===== src/design/fjd_pkg.sv =====
package fjd_pkg;

  localparam int MAX_W    = 24;
  localparam int FRAMES_W = 32;

  localparam logic [7:0]       MARK_FF   = 8'hFF;
  localparam logic [7:0]       MARK_SOI  = 8'hD8;
  localparam logic [7:0]       MARK_EOI  = 8'hD9;
  localparam logic [MAX_W-1:0] MAX_RESET = 24'd1048576;

  typedef enum logic [1:0] {
    CMD_SOI,
    CMD_DATA,
    CMD_EOI,
    CMD_ABORT
  } cmd_kind_t;

  typedef struct packed {
    cmd_kind_t             kind;
    logic [7:0]            data;
    logic [FRAMES_W-1:0]   frames;
  } cmd_t;

  typedef struct packed {
    logic full;
    logic empty;
  } q_stat_t;

  typedef enum logic {
    FR_HUNT,
    FR_FRAME
  } front_state_t;

  typedef enum logic {
    BK_FIRST,
    BK_SECOND
  } back_state_t;

endpackage


===== src/design/fjd_fifo.sv =====
module fjd_fifo #(
  parameter int DEPTH = 4
) (
  input  logic            clk,
  input  logic            rst_n,
  input  logic            wr_en,
  input  fjd_pkg::cmd_t   wr_data,
  input  logic            rd_en,
  output fjd_pkg::cmd_t   rd_data,
  output fjd_pkg::q_stat_t stat
);
  import fjd_pkg::*;

  localparam int PTR_W = (DEPTH > 1) ? $clog2(DEPTH) : 1;
  localparam int CNT_W = $clog2(DEPTH + 1);

  cmd_t             mem_r [DEPTH];
  logic [PTR_W-1:0] wr_ptr_r, wr_ptr_nxt;
  logic [PTR_W-1:0] rd_ptr_r, rd_ptr_nxt;
  logic [CNT_W-1:0] count_r, count_nxt;
  logic             do_wr, do_rd;

  assign stat.full  = (count_r == CNT_W'(DEPTH));
  assign stat.empty = (count_r == '0);
  assign do_wr      = wr_en && !stat.full;
  assign do_rd      = rd_en && !stat.empty;
  assign rd_data    = mem_r[rd_ptr_r];

  always_comb begin
    wr_ptr_nxt = wr_ptr_r;
    rd_ptr_nxt = rd_ptr_r;
    count_nxt  = count_r;
    if (do_wr) begin
      wr_ptr_nxt = (wr_ptr_r == PTR_W'(DEPTH - 1)) ? '0 : wr_ptr_r + 1'b1;
    end
    if (do_rd) begin
      rd_ptr_nxt = (rd_ptr_r == PTR_W'(DEPTH - 1)) ? '0 : rd_ptr_r + 1'b1;
    end
    if (do_wr && !do_rd) begin
      count_nxt = count_r + 1'b1;
    end else if (do_rd && !do_wr) begin
      count_nxt = count_r - 1'b1;
    end
  end

  always_ff @(posedge clk) begin
    if (!rst_n) begin
      wr_ptr_r <= '0;
      rd_ptr_r <= '0;
      count_r  <= '0;
    end else begin
      wr_ptr_r <= wr_ptr_nxt;
      rd_ptr_r <= rd_ptr_nxt;
      count_r  <= count_nxt;
    end
  end

  always_ff @(posedge clk) begin
    if (do_wr) begin
      mem_r[wr_ptr_r] <= wr_data;
    end
  end

  a_count_bound: assert property (@(posedge clk) disable iff (!rst_n)
    count_r <= CNT_W'(DEPTH))
    else $error("queue count beyond depth");

  a_count_up: assert property (@(posedge clk) disable iff (!rst_n)
    do_wr && !do_rd |=> count_r == $past(count_r) + 1'b1)
    else $error("queue count did not advance on write");

endmodule


===== src/design/fjd_front.sv =====
module fjd_front #(
  parameter int LENGTH_BITS = 24
) (
  input  logic                          clk,
  input  logic                          rst_n,
  input  logic                          cfg_we,
  input  logic [fjd_pkg::MAX_W-1:0]     cfg_wdata,
  input  logic                          push,
  input  logic [7:0]                    in_byte,
  input  logic                          q_full,
  output logic                          cmd_push,
  output fjd_pkg::cmd_t                 cmd
);
  import fjd_pkg::*;

  localparam int CMP_W = (LENGTH_BITS + 1 > MAX_W) ? LENGTH_BITS + 1 : MAX_W;

  front_state_t           state_r, state_nxt;
  logic [MAX_W-1:0]       max_r;
  logic [LENGTH_BITS-1:0] len_r, len_nxt;
  logic                   prev_ff_r, prev_ff_nxt;
  logic [FRAMES_W-1:0]    cnt_r, cnt_nxt;
  logic [LENGTH_BITS:0]   len_inc;
  logic                   accept, is_ff, soi_hit, eoi_hit, ovf;

  assign accept  = push && !q_full;
  assign is_ff   = (in_byte == MARK_FF);
  assign soi_hit = prev_ff_r && (in_byte == MARK_SOI);
  assign eoi_hit = prev_ff_r && (in_byte == MARK_EOI);
  assign len_inc = {1'b0, len_r} + 1'b1;
  assign ovf     = len_inc[LENGTH_BITS] || (CMP_W'(len_inc) > CMP_W'(max_r));

  always_comb begin
    state_nxt = state_r;
    case (state_r)
      FR_HUNT: begin
        if (accept && soi_hit) begin
          state_nxt = FR_FRAME;
        end
      end
      FR_FRAME: begin
        if (accept && (ovf || eoi_hit)) begin
          state_nxt = FR_HUNT;
        end
      end
      default: state_nxt = FR_HUNT;
    endcase
  end

  always_comb begin
    len_nxt     = len_r;
    prev_ff_nxt = prev_ff_r;
    cnt_nxt     = cnt_r;
    cmd_push    = 1'b0;
    cmd.kind    = CMD_DATA;
    cmd.data    = in_byte;
    cmd.frames  = cnt_r;
    case (state_r)
      FR_HUNT: begin
        if (accept) begin
          if (soi_hit) begin
            cmd_push    = 1'b1;
            cmd.kind    = CMD_SOI;
            len_nxt     = LENGTH_BITS'(2);
            prev_ff_nxt = 1'b0;
          end else begin
            prev_ff_nxt = is_ff;
          end
        end
      end
      FR_FRAME: begin
        if (accept) begin
          cmd_push = 1'b1;
          if (ovf) begin
            // drop the oversize frame
            cmd.kind    = CMD_ABORT;
            cmd.data    = '0;
            len_nxt     = '0;
            prev_ff_nxt = 1'b0;
          end else if (eoi_hit) begin
            cmd.kind    = CMD_EOI;
            cnt_nxt     = cnt_r + 1'b1;
            cmd.frames  = cnt_nxt;
            len_nxt     = '0;
            prev_ff_nxt = 1'b0;
          end else begin
            len_nxt     = len_inc[LENGTH_BITS-1:0];
            prev_ff_nxt = is_ff;
          end
        end
      end
      default: begin
        len_nxt     = '0;
        prev_ff_nxt = 1'b0;
      end
    endcase
  end

  always_ff @(posedge clk) begin
    if (!rst_n) begin
      state_r   <= FR_HUNT;
      max_r     <= MAX_RESET;
      len_r     <= '0;
      prev_ff_r <= 1'b0;
      cnt_r     <= '0;
    end else begin
      state_r   <= state_nxt;
      len_r     <= len_nxt;
      prev_ff_r <= prev_ff_nxt;
      cnt_r     <= cnt_nxt;
      if (cfg_we) begin
        max_r <= cfg_wdata;
      end
    end
  end

  a_hunt_len: assert property (@(posedge clk) disable iff (!rst_n)
    state_r == FR_HUNT |-> len_r == '0)
    else $error("length not cleared while hunting");

  a_frame_len: assert property (@(posedge clk) disable iff (!rst_n)
    state_r == FR_FRAME |-> len_r >= LENGTH_BITS'(2))
    else $error("frame length below SOI size");

  a_eoi_count: assert property (@(posedge clk) disable iff (!rst_n)
    cmd_push && cmd.kind == CMD_EOI |=> cnt_r == $past(cnt_r) + 1'b1)
    else $error("frame count did not advance on EOI");

endmodule


===== src/design/fjd_back.sv =====
module fjd_back (
  input  logic                        clk,
  input  logic                        rst_n,
  input  fjd_pkg::cmd_t               head,
  input  fjd_pkg::q_stat_t            q_stat,
  output logic                        q_pop,
  input  logic                        pop,
  output logic                        empty,
  output logic [7:0]                  out_byte,
  output logic                        out_frame_start,
  output logic                        out_frame_end,
  output logic                        out_frame_abort,
  output logic [fjd_pkg::FRAMES_W-1:0] out_frames_done,
  output logic                        out_run_last
);
  import fjd_pkg::*;

  back_state_t         state_r, state_nxt;
  logic                valid_r, valid_nxt;
  logic [7:0]          byte_r, byte_nxt;
  logic                start_r, start_nxt;
  logic                end_r, end_nxt;
  logic                abort_r, abort_nxt;
  logic [FRAMES_W-1:0] frames_r, frames_nxt;
  logic                last_r, last_nxt;
  logic                load;

  // refill the output register when it is free or being taken
  assign load = !q_stat.empty && (!valid_r || pop);

  always_comb begin
    state_nxt = state_r;
    case (state_r)
      BK_FIRST: begin
        if (load && head.kind == CMD_SOI) begin
          state_nxt = BK_SECOND;
        end
      end
      BK_SECOND: begin
        if (load) begin
          state_nxt = BK_FIRST;
        end
      end
      default: state_nxt = BK_FIRST;
    endcase
  end

  always_comb begin
    q_pop      = 1'b0;
    byte_nxt   = byte_r;
    start_nxt  = start_r;
    end_nxt    = end_r;
    abort_nxt  = abort_r;
    frames_nxt = frames_r;
    last_nxt   = last_r;
    valid_nxt  = valid_r && !pop;
    if (load) begin
      valid_nxt  = 1'b1;
      frames_nxt = head.frames;
      byte_nxt   = head.data;
      start_nxt  = 1'b0;
      end_nxt    = 1'b0;
      abort_nxt  = 1'b0;
      last_nxt   = 1'b1;
      q_pop      = 1'b1;
      case (state_r)
        BK_FIRST: begin
          case (head.kind)
            CMD_SOI: begin
              // hold the SOI entry for its second byte
              byte_nxt  = MARK_FF;
              start_nxt = 1'b1;
              last_nxt  = 1'b0;
              q_pop     = 1'b0;
            end
            CMD_EOI:   end_nxt = 1'b1;
            CMD_ABORT: begin
              abort_nxt = 1'b1;
              byte_nxt  = '0;
            end
            default: ;
          endcase
        end
        BK_SECOND: byte_nxt = MARK_SOI;
        default: ;
      endcase
    end
  end

  always_ff @(posedge clk) begin
    if (!rst_n) begin
      state_r <= BK_FIRST;
      valid_r <= 1'b0;
    end else begin
      state_r <= state_nxt;
      valid_r <= valid_nxt;
    end
  end

  always_ff @(posedge clk) begin
    byte_r   <= byte_nxt;
    start_r  <= start_nxt;
    end_r    <= end_nxt;
    abort_r  <= abort_nxt;
    frames_r <= frames_nxt;
    last_r   <= last_nxt;
  end

  assign empty           = !valid_r;
  assign out_byte        = byte_r;
  assign out_frame_start = start_r;
  assign out_frame_end   = end_r;
  assign out_frame_abort = abort_r;
  assign out_frames_done = frames_r;
  assign out_run_last    = last_r;

  a_second_soi: assert property (@(posedge clk) disable iff (!rst_n)
    state_r == BK_SECOND |-> !q_stat.empty && head.kind == CMD_SOI)
    else $error("second SOI byte without SOI entry");

  a_start_not_last: assert property (@(posedge clk) disable iff (!rst_n)
    valid_r && start_r |-> !last_r && state_r == BK_SECOND)
    else $error("frame start byte marked last");

endmodule


===== src/design/jpeg_frame_delimiter_core.sv =====
// MJPEG frame delimiter: cuts a byte stream into frames bounded by SOI and EOI.
// Input queue side: drive in_byte and push; the byte is taken on a clock edge
// with push high and full low. Result queue side: while empty is low the
// oldest result sits on the out_ ports; pop with empty low takes it.
// Each result carries the byte (zero on an abort), start/end/abort flags, the
// completed frame count and run_last on the last result of an input byte.
// A byte inside a frame gives one result; the byte completing SOI gives two
// (FF then D8); bytes while hunting give none.
// A result passes the command queue and the output register before the ports.
// Throughput: one byte per cycle while full is low; the result stage
// emits one result per cycle while pop keeps up; the extra SOI result is
// absorbed by a FIFO_DEPTH command queue between classifier and result stage.
// If pop stays low the queue fills and full rises; nothing is lost.
// cfg_we/cfg_wdata set max_frame_bytes; write it only while idle.
// Reset (rst_n low, synchronous) empties both sides, restores the 1 MiB
// frame limit, clears the frame count and starts hunting.
module jpeg_frame_delimiter_core #(
  parameter int LENGTH_BITS = 24,
  parameter int FIFO_DEPTH  = 4
) (
  input  logic                         clk,
  input  logic                         rst_n,
  input  logic                         cfg_we,
  input  logic [fjd_pkg::MAX_W-1:0]    cfg_wdata,
  input  logic                         push,
  output logic                         full,
  input  logic [7:0]                   in_byte,
  input  logic                         pop,
  output logic                         empty,
  output logic [7:0]                   out_byte,
  output logic                         out_frame_start,
  output logic                         out_frame_end,
  output logic                         out_frame_abort,
  output logic [fjd_pkg::FRAMES_W-1:0] out_frames_done,
  output logic                         out_run_last
);
  import fjd_pkg::*;

  cmd_t    cmd, head;
  logic    cmd_push, q_pop;
  q_stat_t q_stat;

  assign full = q_stat.full;

  fjd_front #(
    .LENGTH_BITS(LENGTH_BITS)
  ) u_front (
    .clk      (clk),
    .rst_n    (rst_n),
    .cfg_we   (cfg_we),
    .cfg_wdata(cfg_wdata),
    .push     (push),
    .in_byte  (in_byte),
    .q_full   (q_stat.full),
    .cmd_push (cmd_push),
    .cmd      (cmd)
  );

  fjd_fifo #(
    .DEPTH(FIFO_DEPTH)
  ) u_fifo (
    .clk    (clk),
    .rst_n  (rst_n),
    .wr_en  (cmd_push),
    .wr_data(cmd),
    .rd_en  (q_pop),
    .rd_data(head),
    .stat   (q_stat)
  );

  fjd_back u_back (
    .clk            (clk),
    .rst_n          (rst_n),
    .head           (head),
    .q_stat         (q_stat),
    .q_pop          (q_pop),
    .pop            (pop),
    .empty          (empty),
    .out_byte       (out_byte),
    .out_frame_start(out_frame_start),
    .out_frame_end  (out_frame_end),
    .out_frame_abort(out_frame_abort),
    .out_frames_done(out_frames_done),
    .out_run_last   (out_run_last)
  );

  a_abort_zero: assert property (@(posedge clk) disable iff (!rst_n)
    !empty && out_frame_abort |-> out_byte == 8'h00 && out_run_last)
    else $error("abort result carries data");

endmodule

===== config.mk =====
export PLATFORM = sky130hd
export DESIGN_NAME = jpeg_frame_delimiter_core
export DESIGN_NICKNAME = d
export VERILOG_FILES = /design/src/design/fjd_pkg.sv /design/src/design/fjd_fifo.sv /design/src/design/fjd_front.sv /design/src/design/fjd_back.sv /design/src/design/jpeg_frame_delimiter_core.sv
export SDC_FILE = /design/constraint.sdc
export NUM_CORES = 1
export LEC_CHECK = 0
export ABC_AREA = 1
export BUFFER_PORTS_ARGS = -buffer_cell sky130_fd_sc_hd__buf_2
export CAP_MARGIN = 25
export CORE_ASPECT_RATIO = 0.9
export CORE_MARGIN = 2
export CORE_UTILIZATION = 35
export DETAILED_ROUTE_END_ITERATION = 10
export GPL_TIMING_DRIVEN = 0
export SLEW_MARGIN = 20
export SYNTH_ARGS = -nofsm -noshare
export SYNTH_HDL_FRONTEND = slang
export SYNTH_SLANG_ARGS = --single-unit

===== constraint.sdc =====
create_clock -name clk -period 4.8 [get_ports clk]
set_input_delay 0.48 -clock clk [delete_from_list [all_inputs] [get_ports clk]]
set_output_delay 0.48 -clock clk [all_outputs]
set_load 0.02 [all_outputs]

==> results_dict.tcl <==
set metrics [dict create \
    cts.sinks 305 \
    io-pin-count 83 \
    drc 0 \
    cap_viol_max_count 0 \
    worst_pin_slew_ns 0.740 \
    grt_usage_pct 16.5 \
    setup_slack_ns 0.570 \
    grt_pass1_vias 10100 \
    start_util_pct 35.5 \
    first_iter_violations 728 \
    worstPathArrival_ns 4.48 \
    path_clk_slew_ns 0.06 \
    antenna_found_initial 0 \
    synth_area_per_cell_um2 9.44 \
    gp_congestion 0.880 \
    crit_family "simple AND/OR/NAND/NOR gates" \
    clockBufferDepth 3 \
    setup_tns_ns 0 \
    die_width_um 215 \
    fin_crit_ns 4.23 \
    min_period_over_period_pct 88.1 \
    drive_above_1_share_pct 11.6 \
    core-area_mm2 0.0395 \
    cts_tree "yes" \
    ys_types 40 \
    hold_class "in -> reg" \
    synth_mux_area_share_pct 0 \
    wire_per_inst_um 16.0 \
    nets 1688 \
    fin_util_pct 41.8 \
    critPathBufInv 1 \
    postCtsHoldBufs 0 \
    yosys.area_share.simple_pct 20.4 \
    mappedNetlistNets 1561 \
    viasPerCell 4.92 \
    async_reset_ff_share_pct 0 \
    synth_top_family_by_area "simple AND/OR/NAND/NOR gates" \
    slew_violations 0 \
    grt_setup_unrepaired "false" \
    ys_seq_area_share_pct 58.6 \
    root_buffer "clkbuf_16" \
    rows 69 \
    final_cell_area_mm2 0.0165 \
    timing.hold.ws_ns 0.180 \
    firstDrtPassIters 6 \
    startpoint_type "flop" \
    crit_fanout 10 \
    finClkSkew_ns 0.0201 \
    netlist_instances 1488 \
    synthFlopType "edfxtp_1" \
    synth-adder-area-share_pct 3.26 \
    layout_commonest_cell "nand2_1" \
    place_area_mm2 0.0154 \
    grt_pass1_wl_um 55200 \
    peakVddDrop_mv 0.252 \
    die_h_um 194 \
    synth_warnings 0 \
    run_status "finished clean" \
    slowest_stage "dfxtp_1" \
    synth_compound_area_share_pct 9.75 \
    synth_edf_count 212 \
    postRouteAntennaNets 0 \
    power_leakage_nw 6.38 \
    p_total_mw 7.60 \
    fmax_ghz 0.236 \
    required_ns 5.05 \
    die_area_mm2 0.0417 \
    wirelength_um 34700 \
    crit_type "reg -> reg" \
    ys_ff_latch 305 \
    portBuffers 82 \
    end_kind "flop" \
    max_stage_delay_ns 0.48 \
    finalHoldViolCount 0 \
    grt-ovfl-total 0 \
    power.density_mw_per_mm2 460 \
    vias 10700 \
    placed_cells 2111 \
    synthToLayoutAreaGrowth_pct 17.7 \
    crit_top_cell "nand2_1" \
    place_ws_ns 0.761 \
    cp_cell_sequence "ha_1 -> nand2_2 -> nor2_4 -> nand2_4 -> nor3b_1 -> xor2_1 -> ha_1 -> nand4_1 -> nor4_1 -> nand3_1 -> clkbuf_1 -> nand3_1 -> nand2_1 -> nand2_1 -> nand2_1" \
    cts-resized-gates 0 \
    slew_headroom_pct 50.7 \
    final_cells 2173 \
    htree_num_levels 2 \
    diodes 0 \
    synthesis.area_mm2 0.0140 \
    n_fill_cell 3867 \
    insertion_delay_ns 0.53 \
    dpl.hpwl_um 24700 \
    layout_common_cells "316 x nand2_1, 212 x edfxtp_1, 148 x inv_1" \
    setup_violations 0 \
    synthXorXnorAreaFrac_pct 1.75 \
    cts_setup_buffers 0 \
    grt_start_max_net_pins 26 \
    cts_buffers 34 \
]
## final cells by class
class | count | area [µm²] | share of cell area (%)
buffer | 65 | 294 | 1.78
clock buffer | 44 | 920 | 5.56
clock inverter | 18 | 214 | 1.29
inverter | 154 | 578 | 3.50
multi-input combinational | 964 | 4980 | 30.1
sequential | 305 | 8230 | 49.8
tap | 532 | 666 | 4.03
timing repair buffer | 91 | 651 | 3.94
## synth_stat cells, types with 2 or more instances
cell,count,share of area [%]
a21oi_1,91,3.2
a21oi_2,6,0.37
a32oi_1,2,0.12
buf_2,3,0.11
buf_4,4,0.21
buf_6,2,0.16
clkbuf_1,55,1.5
clkinv_1,2,0.053
dfxtp_1,93,13
edfxtp_1,212,45
ha_1,35,3.1
inv_1,148,4.0
inv_2,4,0.11
nand2_1,316,8.4
nand2_2,4,0.18
nand2_4,4,0.32
nand3_1,62,2.2
nand3b_1,4,0.21
nand3b_4,3,0.43
nand4_1,52,2.3
nand4_4,2,0.30
nor2_1,151,4.0
nor2_2,6,0.27
nor2_4,2,0.16
nor3_1,31,1.1
nor4_1,3,0.13
o21ai_0,117,4.2
o22ai_1,36,1.6
xnor2_1,6,0.37
xor2_1,22,1.4
## per-layer routing
| metal | routed length, µm | GRT usage, % |
|---|---|---|
| met1 | 16200 | 22.5 |
| met2 | 16100 | 26.9 |
| met3 | 1820 | 3.17 |
| met4 | 653 | 4.65 |
| met5 | 0 | 0 |
## worst register-to-register path, cell delays in order, from the launching register on
cell      delay (ns)
dfxtp_1         0.48
ha_1            0.25
nand2_2         0.08
nor2_4          0.15
nand2_4         0.11
nor3b_1         0.48
xor2_1          0.22
ha_1            0.39
nand4_1         0.11
nor4_1          0.48
nand3_1         0.39
clkbuf_1        0.35
nand3_1         0.16
nand2_1         0.06
nand2_1         0.11
nand2_1         0.14
## cells by family after synthesis
family / Yosys count
flip-flops: 305
AND/OR/NAND/NOR: 644
adder cells (fa/ha/maj): 36
buffers and inverters: 219
XOR/XNOR: 28
AO/OA/AOI/OAI: 256
## power breakdown
| group | total, mW | internal, mW | switching [mW] | leakage, nW |
|---|---|---|---|---|
| Combinational | 1.73 | 0.491 | 1.24 | 3.12 |
| Sequential | 3.24 | 3.18 | 0.0675 | 2.72 |
| Clock | 2.63 | 1.58 | 1.05 | 0.550 |
| Total | 7.60 | 5.25 | 2.35 | 6.38 |
## final timing paths
kind	startpoint	to	slack [ns]	cells after the start
max	u_front.len_r[0]$_SDFFE_PN0P_	u_fifo.mem_r[1][21]$_DFFE_PP_	0.57	15
min	cfg_wdata[0]	u_front.max_r[0]$_SDFFE_PN0P_	0.18	3
min reg2reg	u_front.max_r[4]$_SDFFE_PN0P_	u_front.max_r[4]$_SDFFE_PN0P_	0.47	2
max reg2reg	u_front.len_r[0]$_SDFFE_PN0P_	u_fifo.mem_r[1][21]$_DFFE_PP_	0.57	15
## sequential cells by signal, summed over array words and instances, names as in the netlist, named ones only
| register | count |
|---|---|
| u_back.out_frame_end | 1 |
| u_front.max_r | 24 |
| u_fifo.wr_ptr_r | 2 |
| u_fifo.mem_r | 168 |
| u_back.out_frame_start | 1 |
| u_front.prev_ff_r | 1 |
| u_back.out_frame_abort | 1 |
| u_back.out_run_last | 1 |
| u_fifo.rd_ptr_r | 2 |
| u_fifo.count_r | 3 |
| u_front.len_r | 24 |
| u_back.valid_r | 1 |
| u_back.out_frames_done | 32 |
| u_back.out_byte | 8 |
| u_back.state_r | 1 |
| u_front.cnt_r | 32 |
| u_front.state_r | 1 |
Note: power is estimated with default switching activity, not from simulation.
